===== config.mk =====
export PLATFORM = sky130hd
export DESIGN_NAME = ultrasonic_multi_sensor_ranging
export DESIGN_NICKNAME = d
export VERILOG_FILES = /design/src/hw/rtl/usr_pkg.sv /design/src/hw/rtl/usr_cfg.sv /design/src/hw/rtl/usr_engine.sv /design/src/hw/rtl/ultrasonic_multi_sensor_ranging.sv
export SDC_FILE = /design/constraint.sdc
export NUM_CORES = 1
export LEC_CHECK = 0
export BUFFER_PORTS_ARGS = -buffer_cell sky130_fd_sc_hd__buf_4
export CAP_MARGIN = 20
export CORE_MARGIN = 3
export CORE_UTILIZATION = 34
export CTS_CLUSTER_SIZE = 20
export DETAILED_ROUTE_END_ITERATION = 6
export PLACE_DENSITY = 0.63
export SETUP_SLACK_MARGIN = 0.2
export SLEW_MARGIN = 5
export SYNTH_ARGS = -nofsm -noshare
export SYNTH_HDL_FRONTEND = slang
export SYNTH_SLANG_ARGS = --single-unit

===== constraint.sdc =====
create_clock -name clk -period 5.5 [get_ports clk]
set_input_delay 0.55 -clock clk [delete_from_list [all_inputs] [get_ports clk]]
set_output_delay 0.55 -clock clk [all_outputs]
set_load 0.02 [all_outputs]

===== src/hw/rtl/usr_pkg.sv =====
package usr_pkg;

  // register slots on the configuration port
  localparam logic [2:0] REG_TIMEOUT    = 3'd0;
  localparam logic [2:0] REG_TRIGGER    = 3'd1;
  localparam logic [2:0] REG_POST_DELAY = 3'd2;
  localparam logic [2:0] REG_COUNT      = 3'd3;
  localparam logic [2:0] REG_POLARITY   = 3'd4;

  // register values after reset
  localparam logic [31:0] TIMEOUT_RESET    = 32'd2400000;
  localparam logic [15:0] TRIGGER_RESET    = 16'd480;
  localparam logic [31:0] POST_DELAY_RESET = 32'd192000;
  localparam logic [3:0]  COUNT_RESET      = 4'd8;
  localparam logic        POLARITY_RESET   = 1'b1;

  // result status codes
  localparam logic [1:0] ST_NORMAL      = 2'd0;
  localparam logic [1:0] ST_NO_RESPONSE = 2'd1;
  localparam logic [1:0] ST_UNFINISHED  = 2'd2;

  typedef enum logic [1:0] {
    PH_IDLE,
    PH_TRIG,
    PH_LISTEN,
    PH_POST
  } phase_t;

  typedef enum logic [1:0] {
    EC_IDLE,
    EC_WAIT_RISE,
    EC_WAIT_FALL
  } echo_t;

  typedef struct packed {
    logic [31:0] timeout_ticks;
    logic [15:0] trigger_ticks;
    logic [31:0] post_delay_ticks;
    logic [3:0]  sensor_count;
    logic        echo_active_high;
  } cfg_t;

  typedef struct packed {
    logic start_req;
    logic echo_level;
  } in_t;

  typedef struct packed {
    logic        trigger_on;
    logic [2:0]  trigger_sensor;
    logic        busy_res;
    logic        result_valid;
    logic [2:0]  result_sensor;
    logic [1:0]  result_status;
    logic [31:0] echo_width;
    logic        round_done;
  } out_t;

endpackage


===== src/hw/rtl/usr_cfg.sv =====
module usr_cfg (
  input  logic              clk,
  input  logic              rst,
  input  logic              psel,
  input  logic              penable,
  input  logic              pwrite,
  input  logic [4:0]        paddr,
  input  logic [31:0]       pwdata,
  output logic [31:0]       prdata,
  output logic              pready,
  output usr_pkg::cfg_t     cfg
);

  logic       wr_en;
  logic [2:0] reg_sel;

  assign pready  = 1'b1;
  assign reg_sel = paddr[4:2];
  assign wr_en   = psel && penable && pwrite;

  // register writes
  always_ff @(posedge clk) begin
    if (rst) begin
      cfg.timeout_ticks    <= usr_pkg::TIMEOUT_RESET;
      cfg.trigger_ticks    <= usr_pkg::TRIGGER_RESET;
      cfg.post_delay_ticks <= usr_pkg::POST_DELAY_RESET;
      cfg.sensor_count     <= usr_pkg::COUNT_RESET;
      cfg.echo_active_high <= usr_pkg::POLARITY_RESET;
    end else if (wr_en) begin
      case (reg_sel)
        usr_pkg::REG_TIMEOUT:    cfg.timeout_ticks    <= pwdata;
        usr_pkg::REG_TRIGGER:    cfg.trigger_ticks    <= pwdata[15:0];
        usr_pkg::REG_POST_DELAY: cfg.post_delay_ticks <= pwdata;
        usr_pkg::REG_COUNT:      cfg.sensor_count     <= pwdata[3:0];
        usr_pkg::REG_POLARITY:   cfg.echo_active_high <= pwdata[0];
        default: ;
      endcase
    end
  end

  // register reads
  always_comb begin
    case (reg_sel)
      usr_pkg::REG_TIMEOUT:    prdata = cfg.timeout_ticks;
      usr_pkg::REG_TRIGGER:    prdata = {16'd0, cfg.trigger_ticks};
      usr_pkg::REG_POST_DELAY: prdata = cfg.post_delay_ticks;
      usr_pkg::REG_COUNT:      prdata = {28'd0, cfg.sensor_count};
      usr_pkg::REG_POLARITY:   prdata = {31'd0, cfg.echo_active_high};
      default:                 prdata = 32'd0;
    endcase
  end

endmodule


===== src/hw/rtl/usr_engine.sv =====
module usr_engine #(
  parameter int MAX_SENSOR_COUNT = 8,
  parameter int TICK_WIDTH       = 32
) (
  input  logic          clk,
  input  logic          rst,
  input  usr_pkg::cfg_t cfg,
  input  logic          in_valid,
  output logic          in_ready,
  input  usr_pkg::in_t  in_data,
  output logic          out_valid,
  input  logic          out_ready,
  output usr_pkg::out_t out_data
);

  localparam int SIDX_W = (MAX_SENSOR_COUNT > 1) ? $clog2(MAX_SENSOR_COUNT) : 1;
  localparam logic [TICK_WIDTH-1:0] TICK_MAX   = '1;
  localparam logic [31:0]           TICK_MAX32 = 32'(TICK_MAX);
  localparam logic [4:0]            COUNT_MAX  = 5'(MAX_SENSOR_COUNT);
  localparam logic [SIDX_W-1:0]     LAST_MAX   = SIDX_W'(MAX_SENSOR_COUNT - 1);

  // input stage
  logic          hold_valid;
  usr_pkg::in_t  hold_data;
  logic          step;

  // ranging state
  usr_pkg::phase_t        phase, phase_next;
  usr_pkg::echo_t         echo_phase, echo_phase_next;
  logic [SIDX_W-1:0]      sensor_index, sensor_index_next;
  logic [TICK_WIDTH-1:0]  phase_ticks, phase_ticks_next;
  logic [TICK_WIDTH-1:0]  rise_time, rise_time_next;

  // derived limits
  logic [31:0]       trig_lim;
  logic [31:0]       timeout_lim;
  logic [31:0]       post_lim;
  logic [SIDX_W-1:0] last_index;
  logic              active;
  logic              finished;
  usr_pkg::out_t     result;

  assign step     = hold_valid && (!out_valid || out_ready);
  assign in_ready = !hold_valid || step;

  // input register
  always_ff @(posedge clk) begin
    if (rst) begin
      hold_valid <= 1'b0;
    end else if (in_ready) begin
      hold_valid <= in_valid;
    end
  end

  always_ff @(posedge clk) begin
    if (in_ready && in_valid) begin
      hold_data <= in_data;
    end
  end

  // limits with zero taken as one; timeout and post delay clipped to the tick counter range
  always_comb begin
    trig_lim = (cfg.trigger_ticks == 16'd0) ? 32'd1 : 32'(cfg.trigger_ticks);

    if (cfg.timeout_ticks > TICK_MAX32) begin
      timeout_lim = TICK_MAX32;
    end else if (cfg.timeout_ticks == 32'd0) begin
      timeout_lim = 32'd1;
    end else begin
      timeout_lim = cfg.timeout_ticks;
    end

    if (cfg.post_delay_ticks > TICK_MAX32) begin
      post_lim = TICK_MAX32;
    end else if (cfg.post_delay_ticks == 32'd0) begin
      post_lim = 32'd1;
    end else begin
      post_lim = cfg.post_delay_ticks;
    end

    if (cfg.sensor_count == 4'd0) begin
      last_index = '0;
    end else if ({1'b0, cfg.sensor_count} > COUNT_MAX) begin
      last_index = LAST_MAX;
    end else begin
      last_index = SIDX_W'(cfg.sensor_count - 4'd1);
    end
  end

  assign active = (hold_data.echo_level == cfg.echo_active_high);

  // one tick of the ranging sequencer
  always_comb begin
    phase_next        = phase;
    echo_phase_next   = echo_phase;
    sensor_index_next = sensor_index;
    phase_ticks_next  = phase_ticks;
    rise_time_next    = rise_time;
    finished          = 1'b0;
    result            = '0;

    if (phase == usr_pkg::PH_IDLE && hold_data.start_req) begin
      phase_next        = usr_pkg::PH_TRIG;
      sensor_index_next = '0;
      phase_ticks_next  = '0;
      echo_phase_next   = usr_pkg::EC_IDLE;
    end

    if (phase_next != usr_pkg::PH_IDLE) begin
      result.trigger_sensor = 3'(sensor_index_next);
    end

    case (phase_next)
      usr_pkg::PH_IDLE: ;
      usr_pkg::PH_TRIG: begin
        result.trigger_on = 1'b1;
        if (phase_ticks_next != TICK_MAX) begin
          phase_ticks_next = phase_ticks_next + TICK_WIDTH'(1);
        end
        if (32'(phase_ticks_next) >= trig_lim) begin
          phase_next       = usr_pkg::PH_LISTEN;
          phase_ticks_next = '0;
          echo_phase_next  = usr_pkg::EC_WAIT_RISE;
        end
      end
      usr_pkg::PH_LISTEN: begin
        // echo edges first, then the timeout
        if (echo_phase_next == usr_pkg::EC_WAIT_RISE) begin
          if (active) begin
            echo_phase_next = usr_pkg::EC_WAIT_FALL;
            rise_time_next  = phase_ticks_next;
          end
        end else if (echo_phase_next == usr_pkg::EC_WAIT_FALL) begin
          if (!active) begin
            result.echo_width    = 32'(phase_ticks_next - rise_time_next);
            result.result_status = usr_pkg::ST_NORMAL;
            finished             = 1'b1;
          end
        end
        if (!finished && 32'(phase_ticks_next) >= timeout_lim) begin
          result.result_status = (echo_phase_next == usr_pkg::EC_WAIT_FALL) ?
                                 usr_pkg::ST_UNFINISHED : usr_pkg::ST_NO_RESPONSE;
          result.echo_width    = 32'd0;
          finished             = 1'b1;
        end
        if (finished) begin
          result.result_valid  = 1'b1;
          result.result_sensor = 3'(sensor_index_next);
          echo_phase_next      = usr_pkg::EC_IDLE;
          phase_next           = usr_pkg::PH_POST;
          phase_ticks_next     = (cfg.post_delay_ticks == 32'd0) ? TICK_MAX : '0;
        end else if (phase_ticks_next != TICK_MAX) begin
          phase_ticks_next = phase_ticks_next + TICK_WIDTH'(1);
        end
      end
      usr_pkg::PH_POST: begin
        if ((phase_ticks_next != TICK_MAX || cfg.post_delay_ticks != 32'd0) &&
            phase_ticks_next != TICK_MAX) begin
          phase_ticks_next = phase_ticks_next + TICK_WIDTH'(1);
        end
        if (cfg.post_delay_ticks == 32'd0 || 32'(phase_ticks_next) >= post_lim) begin
          phase_ticks_next = '0;
          echo_phase_next  = usr_pkg::EC_IDLE;
          // a count lowered during a round ends it at the next sensor change
          if (sensor_index_next >= last_index) begin
            sensor_index_next = '0;
            phase_next        = usr_pkg::PH_IDLE;
            result.round_done = 1'b1;
          end else begin
            sensor_index_next = sensor_index_next + SIDX_W'(1);
            phase_next        = usr_pkg::PH_TRIG;
          end
        end
      end
      default: phase_next = usr_pkg::PH_IDLE;
    endcase

    result.busy_res = (phase_next != usr_pkg::PH_IDLE);
  end

  // state registers
  always_ff @(posedge clk) begin
    if (rst) begin
      phase        <= usr_pkg::PH_IDLE;
      echo_phase   <= usr_pkg::EC_IDLE;
      sensor_index <= '0;
      phase_ticks  <= '0;
      rise_time    <= '0;
    end else if (step) begin
      phase        <= phase_next;
      echo_phase   <= echo_phase_next;
      sensor_index <= sensor_index_next;
      phase_ticks  <= phase_ticks_next;
      rise_time    <= rise_time_next;
    end
  end

  // result register
  always_ff @(posedge clk) begin
    if (rst) begin
      out_valid <= 1'b0;
    end else if (step) begin
      out_valid <= 1'b1;
    end else if (out_ready) begin
      out_valid <= 1'b0;
    end
  end

  always_ff @(posedge clk) begin
    if (step) begin
      out_data <= result;
    end
  end

endmodule


===== src/hw/rtl/ultrasonic_multi_sensor_ranging.sv =====
// channel   direction  handshake            payload
// in        input      in_valid / in_ready    in_data  (usr_pkg::in_t, one timer tick)
// out       output     out_valid / out_ready  out_data (usr_pkg::out_t, one per tick)
// cfg       input      APB psel / penable     paddr, pwdata, prdata
//
// one tick is taken every cycle while the output does not stall; its result passes the
// input register, then the result register, set by the single-pass sequencer step
// synchronous reset clears the sequencer and loads register defaults
// a stalled result register holds its transfer and the input register keeps one
// more tick, so in_ready drops only while both are full and out_ready is low
module ultrasonic_multi_sensor_ranging #(
  parameter int MAX_SENSOR_COUNT = 8,
  parameter int TICK_WIDTH       = 32
) (
  input  logic          clk,
  input  logic          rst,
  input  logic          in_valid,
  output logic          in_ready,
  input  usr_pkg::in_t  in_data,
  output logic          out_valid,
  input  logic          out_ready,
  output usr_pkg::out_t out_data,
  input  logic          psel,
  input  logic          penable,
  input  logic          pwrite,
  input  logic [4:0]    paddr,
  input  logic [31:0]   pwdata,
  output logic [31:0]   prdata,
  output logic          pready
);

  usr_pkg::cfg_t cfg;

  // configuration registers
  usr_cfg u_cfg (
    .clk     (clk),
    .rst     (rst),
    .psel    (psel),
    .penable (penable),
    .pwrite  (pwrite),
    .paddr   (paddr),
    .pwdata  (pwdata),
    .prdata  (prdata),
    .pready  (pready),
    .cfg     (cfg)
  );

  // tick sequencer
  usr_engine #(
    .MAX_SENSOR_COUNT (MAX_SENSOR_COUNT),
    .TICK_WIDTH       (TICK_WIDTH)
  ) u_engine (
    .clk       (clk),
    .rst       (rst),
    .cfg       (cfg),
    .in_valid  (in_valid),
    .in_ready  (in_ready),
    .in_data   (in_data),
    .out_valid (out_valid),
    .out_ready (out_ready),
    .out_data  (out_data)
  );

`ifndef NO_ASSERTIONS
  // a finished sensor leaves the round running in its post delay
  assert property (@(posedge clk) disable iff (rst)
    out_valid && out_data.result_valid |-> out_data.busy_res)
    else $error("result reported outside a running round");

  // the end of a round leaves the block idle
  assert property (@(posedge clk) disable iff (rst)
    out_valid && out_data.round_done |-> !out_data.busy_res && !out_data.result_valid)
    else $error("round end with block still busy or result present");

  // a width is only carried by a normal result
  assert property (@(posedge clk) disable iff (rst)
    out_valid && out_data.echo_width != 32'd0 |->
      out_data.result_valid && out_data.result_status == usr_pkg::ST_NORMAL)
    else $error("pulse width without a normal result");

  // a trigger tick is never the tick that ends the round
  assert property (@(posedge clk) disable iff (rst)
    out_valid && out_data.trigger_on |-> out_data.busy_res && !out_data.round_done)
    else $error("trigger driven outside a running round");
`endif

endmodule

==> results of run 1 <==
cells in the mapped netlist, types with 33 or more instances:
| master | n |
|---|---|
| a21oi_1 | 156 |
| nor3_1 | 53 |
| nand3_1 | 34 |
| o21ai_0 | 62 |
| ha_1 | 117 |
| edfxtp_1 | 46 |
| nor2_1 | 149 |
| nand2_1 | 310 |
| inv_1 | 146 |
| dfxtp_1 | 158 |
| clkbuf_1 | 65 |
| xnor2_1 | 33 |
stage by stage:
step           total power, mW  instances
3_5_place_dp              2.15       2294
6_report                  3.77       2341
4_1_cts                   3.81       2340
2_1_floorplan             1.97       1690
3_3_place_gp              2.14       2294
5_1_grt                   3.91       2341
placed cells by master, fill, tap and decap left out, types with 33 or more instances in the layout:
cell type,Yosys,routed
nor2_1,149,146
nand2_1,310,308
ha_1,117,116
inv_1,146,146
buf_4,1,167
nand3_1,34,34
nor3_1,53,49
xnor2_1,33,33
edfxtp_1,46,46
o21ai_0,62,61
dfxtp_1,158,158
a21oi_1,156,155
state kept, by name (all words and copies together) (netlist names):
register               count
u_engine.phase_ticks      32
u_engine.hold_valid        1
u_engine.hold_data         2
u_engine.echo_phase        2
u_engine.phase             2
u_engine.sensor_index      3
u_engine.out_valid         1
u_engine.out_data         44
u_cfg.cfg                 85
u_engine.rise_time        32
path summary, 6_finish.rpt:
path	depth (start not counted)	slack, ns	start	endpoint
max	22	0.51	u_engine.hold_data[1]$_DFFE_PP_	u_engine.phase_ticks[6]$_SDFFE_PP0P_
min	1	0.18	in_data[1]	u_engine.hold_data[1]$_DFFE_PP_
max reg2reg	22	0.51	u_engine.hold_data[1]$_DFFE_PP_	u_engine.phase_ticks[6]$_SDFFE_PP0P_
min reg2reg	2	0.45	u_engine.rise_time[12]$_SDFFE_PP0P_	u_engine.rise_time[12]$_SDFFE_PP0P_
logic make-up after synthesis:
kind of cell | Yosys count | share of synthesized area, %
AOI/OAI and AO/OA | 357 | 16.7
other | 1 | 0.0286
adders and majority gates | 119 | 11.4
DFF | 204 | 34.6
xor gates and xnor gates | 56 | 3.74
and+or+nand+nor | 706 | 24.9
muxes | 24 | 2.14
buffers and inverters | 223 | 6.52
power by group through the flow:
| stage | Clock, mW | Combinational [mW] | Sequential, mW |
|---|---|---|---|
| final | 1.64 | 0.542 | 1.58 |
| after detailed placement | 0 | 0.533 | 1.61 |
| after global placement | 0 | 0.527 | 1.61 |
| after CTS | 1.69 | 0.535 | 1.58 |
| after floorplan | 0 | 0.351 | 1.62 |
| after global routing | 1.74 | 0.594 | 1.58 |
final cells by class:
type | instances | area [µm²] | share of cell area (%)
clock buffers | 33 | 696 | 4.45
multi-input cells | 1263 | 7810 | 49.9
clock inverters | 13 | 120 | 0.768
inverters | 148 | 556 | 3.55
repair buffers | 169 | 1290 | 8.23
flip-flops and latches | 204 | 4540 | 29.0
well taps | 511 | 639 | 4.09
routing by layer:
metal | vias up | wire [µm] | global-route usage [%]
met5 | - | 0 | 0
met4 | 0 | 1060 | 5.00
met3 | 53 | 2520 | 2.29
met2 | 438 | 17900 | 30.5
met1 | 5717 | 20100 | 29.2
li1 | 6085 | - | -
repair_timing:
action / 4_1_cts / 5_1_grt
endpoints found under the hold margin: 0 / 0
hold buffers: 0 / 0
gates resized for setup: 0 / 3
setup endpoints to repair: 0 / 31
==> flow_summary.ini, run 1 <==
[yosys]
synth.largest_area_cell = dfxtp_1
synthCells = 1690
synth_flop_cell = dfxtp_1
ys_warn_count = 0
async_reset_ff_share_pct = 0
synth-seq-cells = 204
syn_nets = 1854
avgSynthCellArea_um2 = 7.76
synthTopCellsByArea = dfxtp_1 24%, ha_1 11%, edfxtp_1 11%, nand2_1 8.9%, a21oi_1 6.0%
synth_top_area_share_pct = 24.1
syn_area_mm2 = 0.0131
ys_seq_area_share_pct = 34.6
synth_cell_type_count = 75
synth_edf_count = 46

[timing]
whs_ns = 0.182
finalCritPeriodShare_pct = 90.7
worstMarginPinSlew_ns = 0.970
rsz0062_at_grt = no
max_slew_margin_pct = 34.4
setup_ws_ns = 0.510
skew_ns = 0.0291
fmax_mhz = 200
setup_violations = 0
fin_tns_setup_ns = 0
min_period_ns = 4.99
finalMaxSlewViolations = 0
hold_viol_final = 0

[layout]
design_area_mm2 = 0.0157
syn_to_final_growth_pct = 19.3
fillers = 3875
final_nets = 1975
antenna_cells = 0
drive_gt1_share_pct = 13.7
final_core_util_pct = 41.4

[placement]
dpl_worst_slack_ns = 0.347
dp_hpwl_um = 31900
globalplace.congestion = 0.893
placedInstanceArea_mm2 = 0.0148
io_buffers = 121

[route]
num_vias = 12300
wl_per_cell_um = 17.8
drt_pre_antenna_iters = 5
drt.antenna.violating_nets = 0
via_per_inst = 5.25
drcViolationCount = 0
drt-total-wl_um = 41600
drt-initial-drc-count = 950

[critical_path]
critPathKind = reg2reg
critPathMaxFanout = 19
cp.arrival_ns = 5.42
cp-start-kind = flip-flop
crit_required_ns = 5.93
endpoint_kind = flip-flop
path_buf_inv = 2
slowest_stage = or3b_4
critPathMaxStageDelay_ns = 0.45
cp_cell_sequence = or3b_4, nand2_4, inv_1, ha_2, nand2_2, nor3_2, and4_1, nor3_4, nand2_1, or3_1, a21oi_2, ha_1, and3_4, a2111oi_2, o211ai_1, a31oi_1, o21ai_1, a21o_1, o41ai_4, o31ai_4, buf_12, a211oi_1
critPathTopFamily = compound AO/OA/AOI/OAI gates

[power_and_ir_drop]
p_leak_nw = 6.43
sequentialPowerShare_pct = 42.0
ir_drop_v = 0.000230
swShare_pct = 26.9
p_int_mw = 2.75
p_clk_share_pct = 43.6
combPwrFrac_pct = 14.4
p_per_area_mw_per_mm2 = 241
p_sw_mw = 1.01

[global_route]
antenna_found_initial = 0
grt.overflow.total = 0
grt_pass1_vias = 11600
grt_max_degree = 59
grtUsageTotal_pct = 19.7
grt_pass1_wl_um = 65300

[clock_network]
cts_tree = done
path_clk_slew_ns = 0.06
cts_buffers = 25
postCtsSetupRepairBufs = 0
clock_latency_ns = 0.54
cts_buffer_depth = 3
htree_levels = 1
cts_root_buf = clkbuf_16
cts_sinks = 204

[min_path]
hold_path_class = in2reg

[floorplanning]
die_x_um = 202
initial_core_util_pct = 34.7
num_rows = 71
die_area_mm2 = 0.0410
fp.coreArea_mm2 = 0.0378
num_io_pins = 125
die_y_um = 202

[flow_run]
drv_cap = 0

[status]
status = complete, no violations
No activity file was read; power rests on OpenSTA's default activity.
==> run 2: changes to the inputs <==
--- a/config.mk
+++ b/config.mk
@@ -7,11 +7,14 @@
 export LEC_CHECK = 0
 export BUFFER_PORTS_ARGS = -buffer_cell sky130_fd_sc_hd__buf_4
 export CAP_MARGIN = 20
+export CELL_PAD_IN_SITES_DETAIL_PLACEMENT = 0
+export CELL_PAD_IN_SITES_GLOBAL_PLACEMENT = 1
+export CORE_ASPECT_RATIO = 0.6
 export CORE_MARGIN = 3
 export CORE_UTILIZATION = 34
 export CTS_CLUSTER_SIZE = 20
 export DETAILED_ROUTE_END_ITERATION = 6
-export PLACE_DENSITY = 0.63
+export PLACE_DENSITY = 0.78
 export SETUP_SLACK_MARGIN = 0.2
 export SLEW_MARGIN = 5
 export SYNTH_ARGS = -nofsm -noshare
==> run 2 against run 1 <==
Net effect: setup slack worse by 0.25 ns; routed wire length up 6.9%; flip-flop and latch count unchanged; cell count up 1.0%; worst hold slack better by 0.027 ns; critical path type unchanged; critical endpoint is now u_engine.phase_ticks[1]$_SDFFE_PP0P_; highest routed layer unchanged.
==> flow_summary.ini, run 2 (same netlist as run 1, synthesis figures left out) <==
[status]
status = complete, no violations

[timing]
fmax_mhz = 191
whs_ns = 0.210
rsz0062_at_grt = yes
finalCritPeriodShare_pct = 95.3
fin_tns_setup_ns = 0
hold_viol_final = 0
setup_violations = 0
min_period_ns = 5.24
skew_ns = 0.0305
max_slew_margin_pct = 25.9
worstMarginPinSlew_ns = 1.11
finalMaxSlewViolations = 0

[route]
num_vias = 12600
drt-initial-drc-count = 1244
drcViolationCount = 0
drt_pre_antenna_iters = 5
via_per_inst = 5.31
drt-total-wl_um = 44500
wl_per_cell_um = 18.8
drt.antenna.violating_nets = 0

[clock_network]
cts_buffer_depth = 3
htree_levels = 1
clock_latency_ns = 0.55
cts_sinks = 204
cts_buffers = 23
cts_root_buf = clkbuf_16
cts_tree = done
path_clk_slew_ns = 0.07

[layout]
final_nets = 2000
antenna_cells = 0
final_common_cell = nand2_1
stdcell_count = 2365
drive_gt1_share_pct = 16.3
largest_reg_flops = 85
regMostFlops = u_cfg.cfg
syn_to_final_growth_pct = 22.5
final_cell_mix = 307 x nand2_1, 189 x buf_4, 158 x dfxtp_1, 155 x a21oi_1, 147 x nor2_1
final_core_util_pct = 42.5
reg.largest.list = u_cfg.cfg x85, u_engine.out_data x44

[critical_path]
crit_required_ns = 5.98
cp-start-kind = flip-flop
critPathKind = reg2reg
critPathMaxFanout = 6
endpoint_kind = flip-flop
cp.arrival_ns = 5.72

[power_and_ir_drop]
ir_drop_v = 0.000161
p_per_area_mw_per_mm2 = 234
p_leak_nw = 6.59
finalPower_mw = 3.77

[floorplanning]
die_area_mm2 = 0.0410
initial_core_util_pct = 34.7
fp.coreArea_mm2 = 0.0378
die_y_um = 158
num_rows = 55
die_x_um = 260
num_io_pins = 125

[flow_run]
drv_cap = 0

[global_route]
grt.overflow.total = 0
antenna_found_initial = 0
grt_max_degree = 72
grtUsageTotal_pct = 20.9
grt_pass1_vias = 11600
grt_pass1_wl_um = 67300

[min_path]
hold_path_class = in2reg

[placement]
globalplace.congestion = 0.893
placed_cells = 2315
dp_hpwl_um = 33600
io_buffers = 121
## run 2: cell count changes in the layout (fill, tap and decap cells not counted), sizes merged
cell      previous run  this run
buf                168       195
bufinv               2         1
clkbuf              34        33
clkinv               9         5
clkinvlp             2         1
inv                148       150
## run 2: path summary, 6_finish.rpt
check,endpoint,slack [ns],from,cells after the start
hold / removal,u_engine.hold_data[1]$_DFFE_PP_,0.21,in_data[1],1
setup / recovery,u_engine.phase_ticks[1]$_SDFFE_PP0P_,0.26,u_engine.hold_data[1]$_DFFE_PP_,23
hold reg to reg,u_engine.rise_time[29]$_SDFFE_PP0P_,0.45,u_engine.rise_time[29]$_SDFFE_PP0P_,2
setup reg to reg,u_engine.phase_ticks[1]$_SDFFE_PP0P_,0.26,u_engine.hold_data[1]$_DFFE_PP_,23
## run 2: per-layer routing
| layer | track usage, % | up-vias | wire (µm) |
|---|---|---|---|
| li1 | - | 6127 | - |
| met1 | 31.7 | 5958 | 22000 |
| met2 | 31.1 | 427 | 18600 |
| met3 | 3.87 | 44 | 3290 |
| met4 | 3.52 | 0 | 620 |
| met5 | 0 | - | 0 |
## run 2: per-stage QoR
step           worst slack (ns)  instance area (µm²)
5_1_grt                   0.156                16100
4_1_cts                   0.254                15700
2_1_floorplan             0.206                13200
3_5_place_dp              0.130                15000
6_report                  0.258                16100
3_3_place_gp              0.271                15000
## run 2: worst max-delay path, cell delays in order, from the launching register on
cell and delay (ns):
edfxtp_1 0.36, or3b_4 0.47, and2_4 0.18, ha_4 0.16, nand2_4 0.06, nor3_2 0.05
and4_4 0.23, nor3_4 0.30, nand2_2 0.12, or3_4 0.41, a21oi_4 0.21, ha_4 0.23
and3_4 0.16, a2111oi_4 0.20, o211ai_1 0.19, a31oi_2 0.29, o21ai_4 0.12, a21o_1 0.26
o41ai_4 0.41, buf_4 0.20, o31ai_4 0.07, buf_12 0.16, clkbuf_16 0.16, nor3_4 0.16
## run 2: cell type report
cell class | instances | area, µm²
fillers | 3852 | 21800
well taps | 513 | 642
clock inverters | 9 | 78.8
multi-input cells | 1263 | 8040
repair buffers | 196 | 1540
flip-flops and latches | 204 | 4540
clock buffers | 32 | 671
inverters | 148 | 556
## run 2: report_power, final
part | switching (mW) | internal (mW)
Combinational | 0.367 | 0.241
Clock | 0.679 | 0.901
Sequential | 0.0233 | 1.56
Total | 1.07 | 2.70
## run 2: timing repair
item / in CTS / in global routing
setup buffers: 0 / 8
pin swaps: 1 / 35
hold buffers: 0 / 0
setup endpoints to repair: 26 / 39
cloned: 0 / 1
resized for setup: 2 / 47
==> run 3: changes to the inputs <==
--- a/config.mk
+++ b/config.mk
@@ -12,6 +12,7 @@
 export CORE_ASPECT_RATIO = 0.6
 export CORE_MARGIN = 3
 export CORE_UTILIZATION = 34
+export CTS_BUF_LIST = sky130_fd_sc_hd__clkbuf_8
 export CTS_CLUSTER_SIZE = 20
 export DETAILED_ROUTE_END_ITERATION = 6
 export PLACE_DENSITY = 0.78
==> run 3 against run 2 <==
Net effect: clock skew shrank 0.013 ns; critical path depth grew 1; register-to-register slack gained 0.03 ns; first-iteration DRC count shrank 3.9%; die area is the same; setup slack gained 0.027 ns; clock power shrank 9%; sequential share of layout area grew 0.17 points.
==> flow_summary.ini, run 3 (same netlist as run 1, synthesis figures left out) <==
[status]
status = complete, no violations

[min_path]
min_from = in_data[0]
hold_end = u_engine.hold_data[0]$_DFFE_PP_
hold_path_class = in2reg
min_path_cells = 1

[layout]
drive_gt1_share_pct = 16.7
regMostFlops = u_cfg.cfg
antenna_cells = 0
fillers = 3880
largest_reg_flops = 85
regArea_mm2 = 0.00454
design_area_mm2 = 0.0160
syn_to_final_growth_pct = 21.8
final_nets = 2012
final_common_cell = nand2_1
stdcell_count = 2387
multiInputGateArea_mm2 = 0.00801
final_cell_mix = 307 x nand2_1, 192 x buf_4, 162 x inv_1, 158 x dfxtp_1, 155 x a21oi_1
final_core_util_pct = 42.2
reg.largest.list = u_cfg.cfg x85, u_engine.out_data x44

[floorplanning]
die_y_um = 158
num_io_pins = 125
num_rows = 55
initial_core_util_pct = 34.7
fp.coreArea_mm2 = 0.0378
die_area_mm2 = 0.0410
die_x_um = 260

[clock_network]
cts_buffer_depth = 3
ctsHoldBuffers = 0
cts_buffers = 35
cts_root_buf = clkbuf_8
cts_sinks = 204
clock_latency_ns = 0.55
cts_tree = done
path_clk_slew_ns = 0.06
htree_levels = 2

[route]
drt.antenna.violating_nets = 0
num_vias = 12600
wl_met3_um = 3470
drt_pre_antenna_iters = 5
met2_length_um = 18500
wl_met1_um = 21900
via_per_inst = 5.29
wl_per_cell_um = 18.7
drcViolationCount = 0
drt-total-wl_um = 44600
drt-initial-drc-count = 1196
highest_layer = met4

[critical_path]
reg2regPathDepth = 24
cp-start-kind = flip-flop
critPathKind = reg2reg
crit_required_ns = 5.96
cp.arrival_ns = 5.67
critPathMaxFanout = 7
reg2reg_from = u_engine.hold_data[1]$_DFFE_PP_
startpoint = u_engine.hold_data[1]$_DFFE_PP_
rrSetupSlack_ns = 0.29
endpoint_kind = flip-flop
r2r-end = u_engine.phase_ticks[6]$_SDFFE_PP0P_

[placement]
io_buffers = 121
placed_cells = 2315
dp_hpwl_um = 33600
globalplace.congestion = 0.893
placedInstanceArea_mm2 = 0.0150
dpl_worst_slack_ns = 0.130

[timing]
finalCritPeriodShare_pct = 94.8
setup_ws_ns = 0.285
skew_ns = 0.0176
setup_violations = 0
hold_viol_final = 0
fin_tns_setup_ns = 0
rsz0062_at_grt = no
fmax_mhz = 192
worstMarginPinSlew_ns = 1.08
finalMaxSlewViolations = 0
max_slew_margin_pct = 27.9
whs_ns = 0.192
min_period_ns = 5.21

[global_route]
grt_pass1_wl_um = 67500
grt_pass1_vias = 11700
grtUsageTotal_pct = 21.1
grt.overflow.total = 0
grt_max_degree = 72
antenna_found_initial = 0

[power_and_ir_drop]
p_leak_nw = 6.64
finalPower_mw = 3.62
ir_drop_v = 0.000101
p_per_area_mw_per_mm2 = 226

[flow_run]
drv_cap = 0
run 3: changes by cell type in the layout (fill, tap and decap cells not counted), moves of 2 or more:
cell / before / now
buf_4: 189 / 192
buf_6: 3 / 1
clkbuf_1: 4 / 0
clkbuf_16: 25 / 1
clkbuf_8: 4 / 44
clkinv_2: 4 / 2
inv_1: 146 / 162
inv_4: 2 / 0
nor3_2: 12 / 18
nor3_4: 8 / 3
run 3: critical path: stages, from the launching register on:
cell	delay [ns]
edfxtp_1	0.36
or3b_4	0.48
and2_4	0.18
ha_4	0.16
nand2_4	0.07
nor3_4	0.05
and4_4	0.23
nor3_4	0.28
nand2_2	0.11
or3_4	0.35
a21oi_4	0.16
buf_4	0.13
ha_4	0.19
and3_4	0.19
a2111oi_4	0.20
o211ai_1	0.19
a31oi_2	0.29
o21ai_4	0.12
a21o_1	0.26
o41ai_4	0.35
buf_4	0.20
o31ai_4	0.07
buf_6	0.16
buf_12	0.15
a211oi_2	0.19
run 3: power by group:
part / switching [mW] / leakage, nW / total [mW] / internal, mW
logic: 0.364 / 4.49 / 0.604 / 0.239
clock network: 0.665 / 0.424 / 1.43 / 0.766
registers: 0.0235 / 1.73 / 1.58 / 1.56
total: 1.05 / 6.64 / 3.62 / 2.56
run 3: layout make-up:
cell class | instances | area share (%)
multi-input combinational | 1263 | 50.1
sequential | 204 | 28.4
timing repair buffer | 196 | 9.50
tap | 513 | 4.02
clock buffer | 44 | 3.79
inverter | 148 | 3.48
clock inverter | 19 | 0.626
run 3: worst max-delay path by stage:
| stage | end | cells past startpoint |
|---|---|---|
| after detailed placement | u_engine.phase_ticks[8]$_SDFFE_PP0P_ | 22 |
| after floorplan | u_engine.phase_ticks[21]$_SDFFE_PP0P_ | 29 |
| after CTS | u_engine.phase_ticks[8]$_SDFFE_PP0P_ | 22 |
| final | u_engine.phase_ticks[6]$_SDFFE_PP0P_ | 24 |
| after global routing | u_engine.phase_ticks[6]$_SDFFE_PP0P_ | 25 |
| after global placement | u_engine.phase_ticks[8]$_SDFFE_PP0P_ | 22 |
run 3: repair_timing:
| item | CTS | global route |
|---|---|---|
| setup buffers | 0 | 8 |
| resized for setup | 3 | 40 |
| endpoints found under the setup margin | 18 | 39 |
| hold endpoints to repair | 0 | 0 |
| cloned | 0 | 1 |
| pin swaps | 0 | 23 |
run 3: metal layers:
metal / global-route usage (%) / up-vias
li1: - / 6150
met1: 31.6 / 5985
met2: 30.9 / 430
met3: 4.35 / 60
met4: 4.69 / 0
met5: 0 / -
